### src/rtl/grid_maze_bfs_distance_assert.svh
// ----------------------------------------------------------------------------
// grid_maze_bfs_distance_assert.svh
// Assertion macros for the maze search RTL.
// ----------------------------------------------------------------------------
`ifndef GRID_MAZE_BFS_DISTANCE_ASSERT_SVH
`define GRID_MAZE_BFS_DISTANCE_ASSERT_SVH

// Condition that must hold at every clock edge out of reset.
`define GMB_ASSERT_ALWAYS(lbl, cond) \
    lbl: assert property (@(posedge clk) disable iff (!rst_n) (cond)) \
        else $error("maze search: invariant violated");

// Antecedent in one cycle implies consequent in the next.
`define GMB_ASSERT_NEXT(lbl, ante, cons) \
    lbl: assert property (@(posedge clk) disable iff (!rst_n) (ante) |=> (cons)) \
        else $error("maze search: sequence violated");

`endif

### src/rtl/gmb_pkg.sv
// ----------------------------------------------------------------------------
// gmb_pkg
// Shared types and constants of the grid maze distance search.
// ----------------------------------------------------------------------------
`default_nettype none

package gmb_pkg;

    localparam logic       ACT_LOAD        = 1'b0;
    localparam logic       ACT_QUERY       = 1'b1;
    localparam logic       REG_GRID_SIZE   = 1'b0;
    localparam logic [5:0] GRID_SIZE_RESET = 6'd32;
    localparam logic [9:0] DIST_MAX        = 10'd1023;

    // Sequencer states, one-hot
    typedef enum logic [4:0] {
        ST_IDLE   = 5'b00001,
        ST_DIVIDE = 5'b00010,
        ST_SEARCH = 5'b00100,
        ST_DONE   = 5'b01000,
        ST_SEED   = 5'b10000
    } state_t;

    // Control from the sequencer to every row cell
    typedef struct packed {
        logic load;   // write one wall bit
        logic seed;   // clear reached bits, set the start cell
        logic step;   // advance the wavefront by one level
    } cell_ctrl_t;

endpackage

`default_nettype wire

### src/rtl/gmb_row_cell.sv
// ----------------------------------------------------------------------------
// gmb_row_cell
// One maze row: wall bits, reached bits and one-level wavefront growth.
// ----------------------------------------------------------------------------
`default_nettype none

module gmb_row_cell
    import gmb_pkg::*;
#(
    parameter int GRID_MAX = 32,
    parameter int ROW      = 0,
    parameter int RW       = 5
)
(
    input  wire logic                clk,
    input  wire logic                rst_n,
    input  wire cell_ctrl_t          ctrl,
    input  wire logic [RW-1:0]       wr_row,
    input  wire logic [RW-1:0]       wr_col,
    input  wire logic                wr_wall,
    input  wire logic [RW-1:0]       seed_row,
    input  wire logic [RW-1:0]       seed_col,
    input  wire logic                row_ok,
    input  wire logic [GRID_MAX-1:0] col_mask,
    input  wire logic [GRID_MAX-1:0] up_src,
    input  wire logic [GRID_MAX-1:0] dn_src,
    output logic [GRID_MAX-1:0]      src,
    output logic [GRID_MAX-1:0]      reached,
    output logic                     changed
);

    logic [GRID_MAX-1:0] wall_reg;
    logic [GRID_MAX-1:0] reached_reg;
    logic [GRID_MAX-1:0] reached_next;
    logic [GRID_MAX-1:0] spread;
    logic [GRID_MAX-1:0] seed_bits;

    // Only open reached cells pass the wave on
    assign src     = reached_reg & ~wall_reg;
    assign reached = reached_reg;

    // Neighbors above, below, left and right
    always_comb
    begin
        spread       = up_src | dn_src | (src << 1) | (src >> 1);
        reached_next = reached_reg | (spread & ~wall_reg & col_mask & {GRID_MAX{row_ok}});
        seed_bits    = '0;
        if (seed_row == RW'(ROW))
        begin
            seed_bits[seed_col] = 1'b1;
        end
    end

    assign changed = (reached_next != reached_reg);

    // Wall storage
    always_ff @(posedge clk or negedge rst_n)
    begin
        if (!rst_n)
        begin
            wall_reg <= '0;
        end
        else if (ctrl.load && (wr_row == RW'(ROW)))
        begin
            wall_reg[wr_col] <= wr_wall;
        end
    end

    // Reached bits
    always_ff @(posedge clk or negedge rst_n)
    begin
        if (!rst_n)
        begin
            reached_reg <= '0;
        end
        else if (ctrl.seed)
        begin
            reached_reg <= seed_bits;
        end
        else if (ctrl.step)
        begin
            reached_reg <= reached_next;
        end
    end

endmodule

`default_nettype wire

### config.mk
export PLATFORM = sky130hd
export DESIGN_NAME = gmb_row_cell
export DESIGN_NICKNAME = d
export VERILOG_FILES = /design/src/rtl/grid_maze_bfs_distance_assert.svh /design/src/rtl/gmb_pkg.sv /design/src/rtl/gmb_row_cell.sv
export SDC_FILE = /design/constraint.sdc
export NUM_CORES = 1
export LEC_CHECK = 0
export ABC_AREA = 1
export BUFFER_PORTS_ARGS = -buffer_cell sky130_fd_sc_hd__buf_2
export CORE_UTILIZATION = 30
export DETAILED_ROUTE_END_ITERATION = 16
export PLACE_DENSITY_LB_ADDON = 0.08
export SYNTH_ARGS = -nofsm -noshare
export SYNTH_HDL_FRONTEND = slang
export SYNTH_SLANG_ARGS = --single-unit
### constraint.sdc
create_clock -name clk -period 0.9 [get_ports clk]
set_input_delay 0.045 -clock clk [delete_from_list [all_inputs] [get_ports clk]]
set_output_delay 0.045 -clock clk [all_outputs]
set_load 0.01 [all_outputs]
==> results.tsv, run 1 <==
metric	value	unit
status	complete, but fails checks	
violations	negative setup slack	
synth.area.top_cells	dfrtp_1 38%, nand2_1 17%, nand3_1 15%	
detail_route.iter0.violations	237	
syn_to_final_growth	111	%
h-tree-depth	3	
combPwrFrac	0.280	
ff2ff_setup_slack	-0.28	ns
gp_congestion	0.890	
vdd_drop_max	901	µV
drive_gt1_frac	0.595	
avgSynthCellArea	6.21	µm²
finalHoldViolCount	0	
diodes	0	
nFillCells	1157	
yosys_warnings	0	
track_usage	0.257	
syn-cell-area	4220	µm²
clock.fmax	0.565	GHz
drt_wl_total	18900	µm
fin_ws	-0.869	ns
routedWlPerCell	15.4	µm
die_h	121	µm
cp_max_fo	3	
syn_inst	680	
vias	5895	
synth_top_area_frac	0.379	
p_int	6.86	mW
fin_tns_setup	-18.81	ns
antenna_found_initial	0	
dp_hpwl	13400	µm
synth.distinct_cells	18	
endpoint_kind	output port	
p_leak	4.43	nW
whs	0.152	ns
powerDensity	1070	nW/µm²
hold_class	in2reg	
post-route-drc-count	0	
clock-sinks	64	
cts_buffers	9	
clock_latency	0.33	ns
ys_seq_area_frac	0.379	
synth-seq-cells	64	
drt_first_pass_iters	5	
cts_tree	built	
viasPerCell	4.80	
rows	42	
port_buffers	187	
setup_violations	120	
cp-start-kind	flip-flop	
skew	0.00490	ns
cts-root-buf	clkbuf_16	
critPathTopFamily	simple AND/OR/NAND/NOR gates	
path_buf_inv	1	
grt_pass1_vias	5639	
max_slew_margin	0.737	
ant_nets	0	
synth_edf_count	0	
synth_common_cells	195 x nand2_1, 123 x nand3_1, 110 x inv_1, 90 x nor2_1, 64 x dfrtp_1	
rsz0062_at_grt	yes	
synth_top_area_cell	dfrtp_1	
switching_power	2.73	mW
worstPathRequired	0.85	ns
period_share	1.97	
final_nets	1170	
synthFlopType	dfrtp_1	
critical_path.slowest_cell	dfrtp_1	
path_class	reg2out	
clkTransAtPathRegs	0.06	ns
worst_slew_pin_slew	0.394	ns
synth_most_common_cell	nand2_1	
dieWidth	121	µm
power.share.clock	0.399	
synth_fp_nets	803	
drv_cap	0	
worstPathArrival	1.72	ns
dpl-instance-area	6610	µm²
ios	188	
final_cell_area	8920	µm²
seq_power_share	0.321	
critical-path-max-stage-delay	0.42	ns
slew_violations	0	
grt_max_degree	65	
grt-ovfl-total	0	
swShare	0.284	
crit_chain	nand2_4 > nand3_1 > nand3_1 > nand2_1 > nor2_2 > nand2_2 > nor2_1 > nand2_1 > buf_2	
start_util	0.313	
grt_pass1_wl	28500	µm
core_area	13500	µm²
die_area	14600	µm²
synthArstFlopShare	1.00	
period_needed	1.77	ns
cts_max_path_buffers	2	
-- layout make-up --
class,instances,area (µm²),area share
inverter,111,434,0.0487
sequential,64,1600,0.180
timing repair buffer,372,3190,0.357
clock inverter,3,65.1,0.00730
tap,176,220,0.0247
multi-input combinational,489,3150,0.354
clock buffer,12,256,0.0288
-- power groups by stage --
| stage | Clock (mW) | Sequential (mW) | Combinational (mW) |
|---|---|---|---|
| global route | 4.01 | 3.08 | 2.89 |
| detailed placement | 0 | 3.07 | 1.97 |
| CTS | 3.85 | 3.06 | 2.38 |
| global placement | 0 | 3.07 | 1.95 |
| floorplan | 0 | 3.12 | 0.751 |
| finish | 3.83 | 3.08 | 2.68 |
-- cell usage in the layout, fill, tap and decap left out, types with 23 or more instances in the layout --
| master | instances |
|---|---|
| buf_4 | 100 |
| o21ai_1 | 57 |
| inv_2 | 61 |
| nand3_4 | 30 |
| buf_2 | 122 |
| nand2_1 | 130 |
| nand3_1 | 62 |
| buf_6 | 132 |
| nor2_1 | 56 |
| nor2_2 | 23 |
| dfrtp_1 | 64 |
| nand2_2 | 33 |
| nand2_4 | 33 |
| nand3_2 | 31 |
| inv_1 | 43 |
-- worst reg2reg max path: stages (launching register included) --
cell and delay, ns:
dfrtp_1 0.39, inv_2 0.10, buf_6 0.10, nand2_2 0.04, nor2_2 0.12, buf_4 0.12
nand3_2 0.06, nand2_1 0.07, nand2_1 0.04, o21ai_1 0.07
-- metal layers --
metal  vias to the layer above  wire length, µm  GRT usage
met1                      2789             7870      0.325
li1                       2879                -          -
met3                        41              825     0.0330
met4                         0              501     0.0995
met5                         -                0          0
met2                       186             9730      0.445
-- cells by family after synthesis --
logic type | after synthesis | share of synthesized area
buffers and inverters | 127 | 0.119
AO/OA/AOI/OAI | 67 | 0.0794
flip-flops | 64 | 0.379
AND/OR/NAND/NOR | 422 | 0.422
-- path summary, 6_finish.rpt --
path / endpoint / cells past startpoint / from
worst max-delay path: changed / 9 / reached[15]$_DFFE_PN0P_
worst min-delay path: reached[17]$_DFFE_PN0P_ / 7 / up_src[17]
worst max register to register: reached[22]$_DFFE_PN0P_ / 9 / wall_reg[22]$_DFFE_PN0P_
worst min register to register: wall_reg[29]$_DFFE_PN0P_ / 2 / wall_reg[29]$_DFFE_PN0P_
max in group asynchronous: wall_reg[27]$_DFFE_PN0P_ / 3 / rst_n
min in group asynchronous: reached[11]$_DFFE_PN0P_ / 3 / rst_n
-- repair_timing --
item | in CTS | in global routing
setup buffers | 30 | 18
pin swaps | 48 | 90
cloned | 3 | 0
setup endpoints to repair | 114 | 129
hold buffers | 2 | 0
resized for setup | 258 | 196
hold endpoints to repair | 66 | 0
-- stage by stage --
| step | total power [mW] | setup WS, ns | utilization | cells |
|---|---|---|---|---|
| global route | 9.98 | -0.925 | 0.660 | 1227 |
| detailed placement | 5.04 | -0.577 | 0.489 | 1174 |
| global placement | 5.01 | -0.600 | 0.489 | 1174 |
| CTS | 9.28 | -0.852 | 0.598 | 1218 |
| finish | 9.59 | -0.869 | 0.660 | 1227 |
| floorplan | 3.87 | -0.163 | - | 680 |
Note: power is estimated with default switching activity, not from simulation.
==> inputs of run 2 (changes only) <==
REMOVE_ABC_BUFFERS = 1   (was unset)
==> results.tsv, run 2 (same netlist as run 1, synthesis figures left out) <==
metric	value	unit
status	complete, but fails checks	
violations	negative setup slack	
critical-path-max-stage-delay	0.42	ns
crit_end	changed	
period_share	1.93	
grt-ovfl-total	0	
die_area	14600	µm²
cts_buffers	9	
layout_commonest_cell	nand2_1	
grt_max_degree	65	
reg2reg_from	wall_reg[10]$_DFFE_PN0P_	
diodes	0	
port_buffers	187	
critPathTopFamily	simple AND/OR/NAND/NOR gates	
clkTransAtPathRegs	0.06	ns
clock.fmax	0.577	GHz
syn_to_final_growth	102	%
grt_pass1_vias	5695	
die_h	121	µm
critical_path.slowest_cell	dfrtp_1	
cp-startpoint	reached[28]$_DFFE_PN0P_	
hold_class	in2reg	
powerDensity	1090	nW/µm²
ff2ff_setup_slack	-0.32	ns
worstPathRequired	0.85	ns
rows	42	
path_depth	9	
rsz0062_at_grt	yes	
start_util	0.313	
p_total	9.32	mW
worstReg2RegEnd	reached[10]$_DFFE_PN0P_	
setup_violations	127	
fin_ws	-0.834	ns
cp_max_fo	3	
path_class	reg2out	
most-common-layout-cells	137 x nand2_1, 128 x buf_6, 124 x buf_2	
worst_slew_pin_slew	0.746	ns
clock_latency	0.33	ns
endpoint_kind	output port	
h-tree-depth	3	
core_area	13500	µm²
cp-start-kind	flip-flop	
cts_tree	built	
gp_congestion	0.864	
drt_first_pass_iters	4	
period_needed	1.73	ns
final_nets	1156	
detail_route.iter0.violations	231	
p_leak	4.31	nW
post-route-drc-count	0	
clock-sinks	64	
viasPerCell	4.74	
ant_nets	0	
skew	0.00452	ns
slew_violations	0	
drive_gt1_frac	0.566	
drv_cap	0	
routedWlPerCell	14.7	µm
worstPathArrival	1.69	ns
path_buf_inv	1	
crit_top_cell	nand2_2	
track_usage	0.235	
dieWidth	121	µm
ios	188	
dpl_worst_slack	-0.555	ns
cts-root-buf	clkbuf_16	
grt_pass1_wl	26600	µm
max_slew_margin	0.501	
dp_hpwl	12300	µm
worstRegToRegCells	9	
antenna_found_initial	0	
crit_chain	nand2_4 > nand3_4 > nand3b_1 > nand2_1 > nor2_2 > nand2_2 > nor2_4 > nand2_2 > buf_6	
vdd_drop_max	985	µV
finalHoldViolCount	0	
cts_max_path_buffers	2	
drt_wl_total	17800	µm
vias	5757	
[run 2: layer usage]
metal / routed length (µm) / global-route usage
met5: 0 / 0
met4: 333 / 0.0818
met3: 888 / 0.0358
met2: 9290 / 0.430
met1: 7310 / 0.276
[run 2: cell type report]
class / instances / area, µm²
clock buffer: 12 / 267
clock inverter: 4 / 51.3
fill: 1189 / 4960
inverter: 111 / 422
multi-input combinational: 489 / 2980
sequential: 64 / 1600
tap: 176 / 220
timing repair buffer: 358 / 3000
[run 2: worst min-delay path by stage]
stage / start / end / slack (ns) / cells after the start
CTS: wr_col[2] / wall_reg[25]$_DFFE_PN0P_ / 0.14 / 4
global placement: rst_n / reached[30]$_DFFE_PN0P_ / 0.09 / 2
floorplan: rst_n / reached[0]$_DFFE_PN0P_ / -0.25 / 0
global route: seed_col[3] / reached[27]$_DFFE_PN0P_ / 0.18 / 3
finish: up_src[2] / reached[2]$_DFFE_PN0P_ / 0.14 / 7
detailed placement: rst_n / reached[30]$_DFFE_PN0P_ / 0.1 / 2
[run 2: what timing repair did]
item	in CTS	in global routing
pin swaps	26	59
hold buffers	2	0
resized for setup	249	189
gates cloned	0	4
setup buffers	24	17
setup endpoints to repair	102	128
hold endpoints to repair	66	0
[run 2: worst reg2reg max path: stages, from the launching register on]
cell,delay (ns)
dfrtp_1,0.40
inv_2,0.09
buf_4,0.10
nand2_1,0.04
nor2_1,0.13
buf_4,0.13
nand3_1,0.07
nand2_1,0.06
nand2_1,0.04
o21ai_0,0.07
[run 2: through the flow]
step	area [µm²]	cells	util	TNS [ns]	hold slack, ns
finish	8540	1214	0.632	-18.70	0.138
CTS	7650	1203	0.566	-16.77	0.139
detailed placement	6410	1164	0.475	-19.69	0.0975
global route	8540	1214	0.632	-25.79	0.179
floorplan	4140	664	-	-12.53	-0.251
global placement	6410	1164	0.475	-19.50	0.0918
[run 2: report_power, final]
group	total, mW	switching, mW	internal (mW)
logic	2.53	1.26	1.27
clock network	3.71	1.34	2.37
registers	3.08	0.105	2.97
==> inputs of run 3 (changes only) <==
MAX_ROUTING_LAYER = met4   (was unset)
==> results.tsv, run 3 (same netlist as run 1, synthesis figures left out) <==
metric	value	unit
final_cell_area	8550	µm²
worstPathArrival	1.68	ns
status	complete, but fails checks	
post-route-drc-count	0	
clock.fmax	0.580	GHz
fin_ws	-0.824	ns
cp-start-kind	flip-flop	
detail_route.iter0.violations	251	
start_util	0.313	
nFillCells	1190	
layout_commonest_cell	nand2_1	
worst_slew_pin_slew	0.754	ns
grt-ovfl-total	0	
antenna_found_initial	0	
slew_violations	0	
skew	0.00365	ns
die_area	14600	µm²
setup_violations	127	
diodes	0	
powerDensity	1090	nW/µm²
critical_path.slowest_cell	dfrtp_1	
rsz0062_at_grt	yes	
dieWidth	121	µm
vdd_drop_max	992	µV
drt_first_pass_iters	5	
track_usage	0.241	
grt_pass1_wl	26600	µm
drv_cap	0	
cts_max_path_buffers	2	
crit_chain	nand2_4 > nand3_4 > nand3b_1 > nand2_1 > nor2_2 > nand2_2 > nor2_4 > nand2_2 > buf_6	
routedWlPerCell	14.7	µm
vias	5753	
critical-path-max-stage-delay	0.42	ns
period_needed	1.72	ns
crit_top_cell	nand2_2	
cts_tree	built	
most-common-layout-cells	137 x nand2_1, 129 x buf_6, 124 x buf_2	
die_h	121	µm
cts_buffers	9	
rows	42	
dp_hpwl	12300	µm
syn_to_final_growth	102	%
cp_max_fo	3	
worstPathRequired	0.85	ns
p_leak	4.31	nW
path_class	reg2out	
core_area	13500	µm²
clkTransAtPathRegs	0.06	ns
grt_max_degree	65	
h-tree-depth	3	
finalHoldViolCount	0	
drt_wl_total	17800	µm
max_slew_margin	0.495	
violations	negative setup slack	
placed_cells	1164	
gp_congestion	0.878	
dpl-instance-area	6410	µm²
clock_latency	0.33	ns
viasPerCell	4.73	
hold_class	in2reg	
port_buffers	187	
clock-sinks	64	
final_nets	1157	
grt_pass1_vias	5693	
dpl_worst_slack	-0.555	ns
drive_gt1_frac	0.566	
period_share	1.92	
ant_nets	0	
cts-root-buf	clkbuf_16	
ios	188	
final_util	0.633	
final_cells	1215	
endpoint_kind	output port	
run 3: path summary, 6_finish.rpt:
kind,startpoint,end,slack (ns),cells past startpoint
setup reg to reg,wall_reg[10]$_DFFE_PN0P_,reached[10]$_DFFE_PN0P_,-0.32,9
min in group asynchronous,rst_n,reached[30]$_DFFE_PN0P_,0.22,3
hold / removal,up_src[2],reached[2]$_DFFE_PN0P_,0.14,7
setup / recovery,reached[28]$_DFFE_PN0P_,changed,-0.82,9
max in group asynchronous,rst_n,wall_reg[0]$_DFFE_PN0P_,0.31,3
hold reg to reg,wall_reg[31]$_DFFE_PN0P_,wall_reg[31]$_DFFE_PN0P_,0.51,2
run 3: through the flow:
step	hold WS [ns]	TNS, ns	total power [mW]
final	0.140	-18.85	9.31
after global routing	0.179	-25.87	9.73
after CTS	0.139	-16.77	9.08
after detailed placement	0.0975	-19.69	4.94
after global placement	0.0918	-19.50	4.91
after floorplan	-0.251	-12.53	3.81
run 3: routing by layer:
layer / global-route usage / up-vias / routed length (µm)
met1: 0.278 / 2682 / 7370
met3: 0.0330 / 25 / 807
met4: 0.0818 / 0 / 335
met2: 0.430 / 176 / 9310
li1: - / 2870 / -
met5: - / - / 0
run 3: layout make-up:
cell class,instances,area [µm²],area share
sequential,64,1600,0.187
multi-input combinational,489,2970,0.348
timing repair buffer,359,3010,0.353
inverter,111,422,0.0493
clock buffer,12,267,0.0312
clock inverter,4,51.3,0.00600
tap,176,220,0.0258
run 3: power by group:
group | switching (mW) | leakage (nW) | internal [mW] | total (mW)
Clock | 1.33 | 0.155 | 2.37 | 3.70
Combinational | 1.26 | 3.29 | 1.28 | 2.54
Sequential | 0.105 | 0.869 | 2.97 | 3.08
run 3: timing repair:
item                                   CTS  global route
gates resized for setup                249           189
setup endpoints to repair              102           128
buffers inserted                        24            18
pin swaps                               26            58
cloned                                   0             4
hold buffers                             2             0
endpoints found under the hold margin   66             0
run 3: worst max-delay path, delay by kind of cell, from the launching register on:
family / cells / cell delay [ns]
and+or+nand+nor: 8 / 0.81
DFF: 1 / 0.42
buffers and inverters: 1 / 0.12
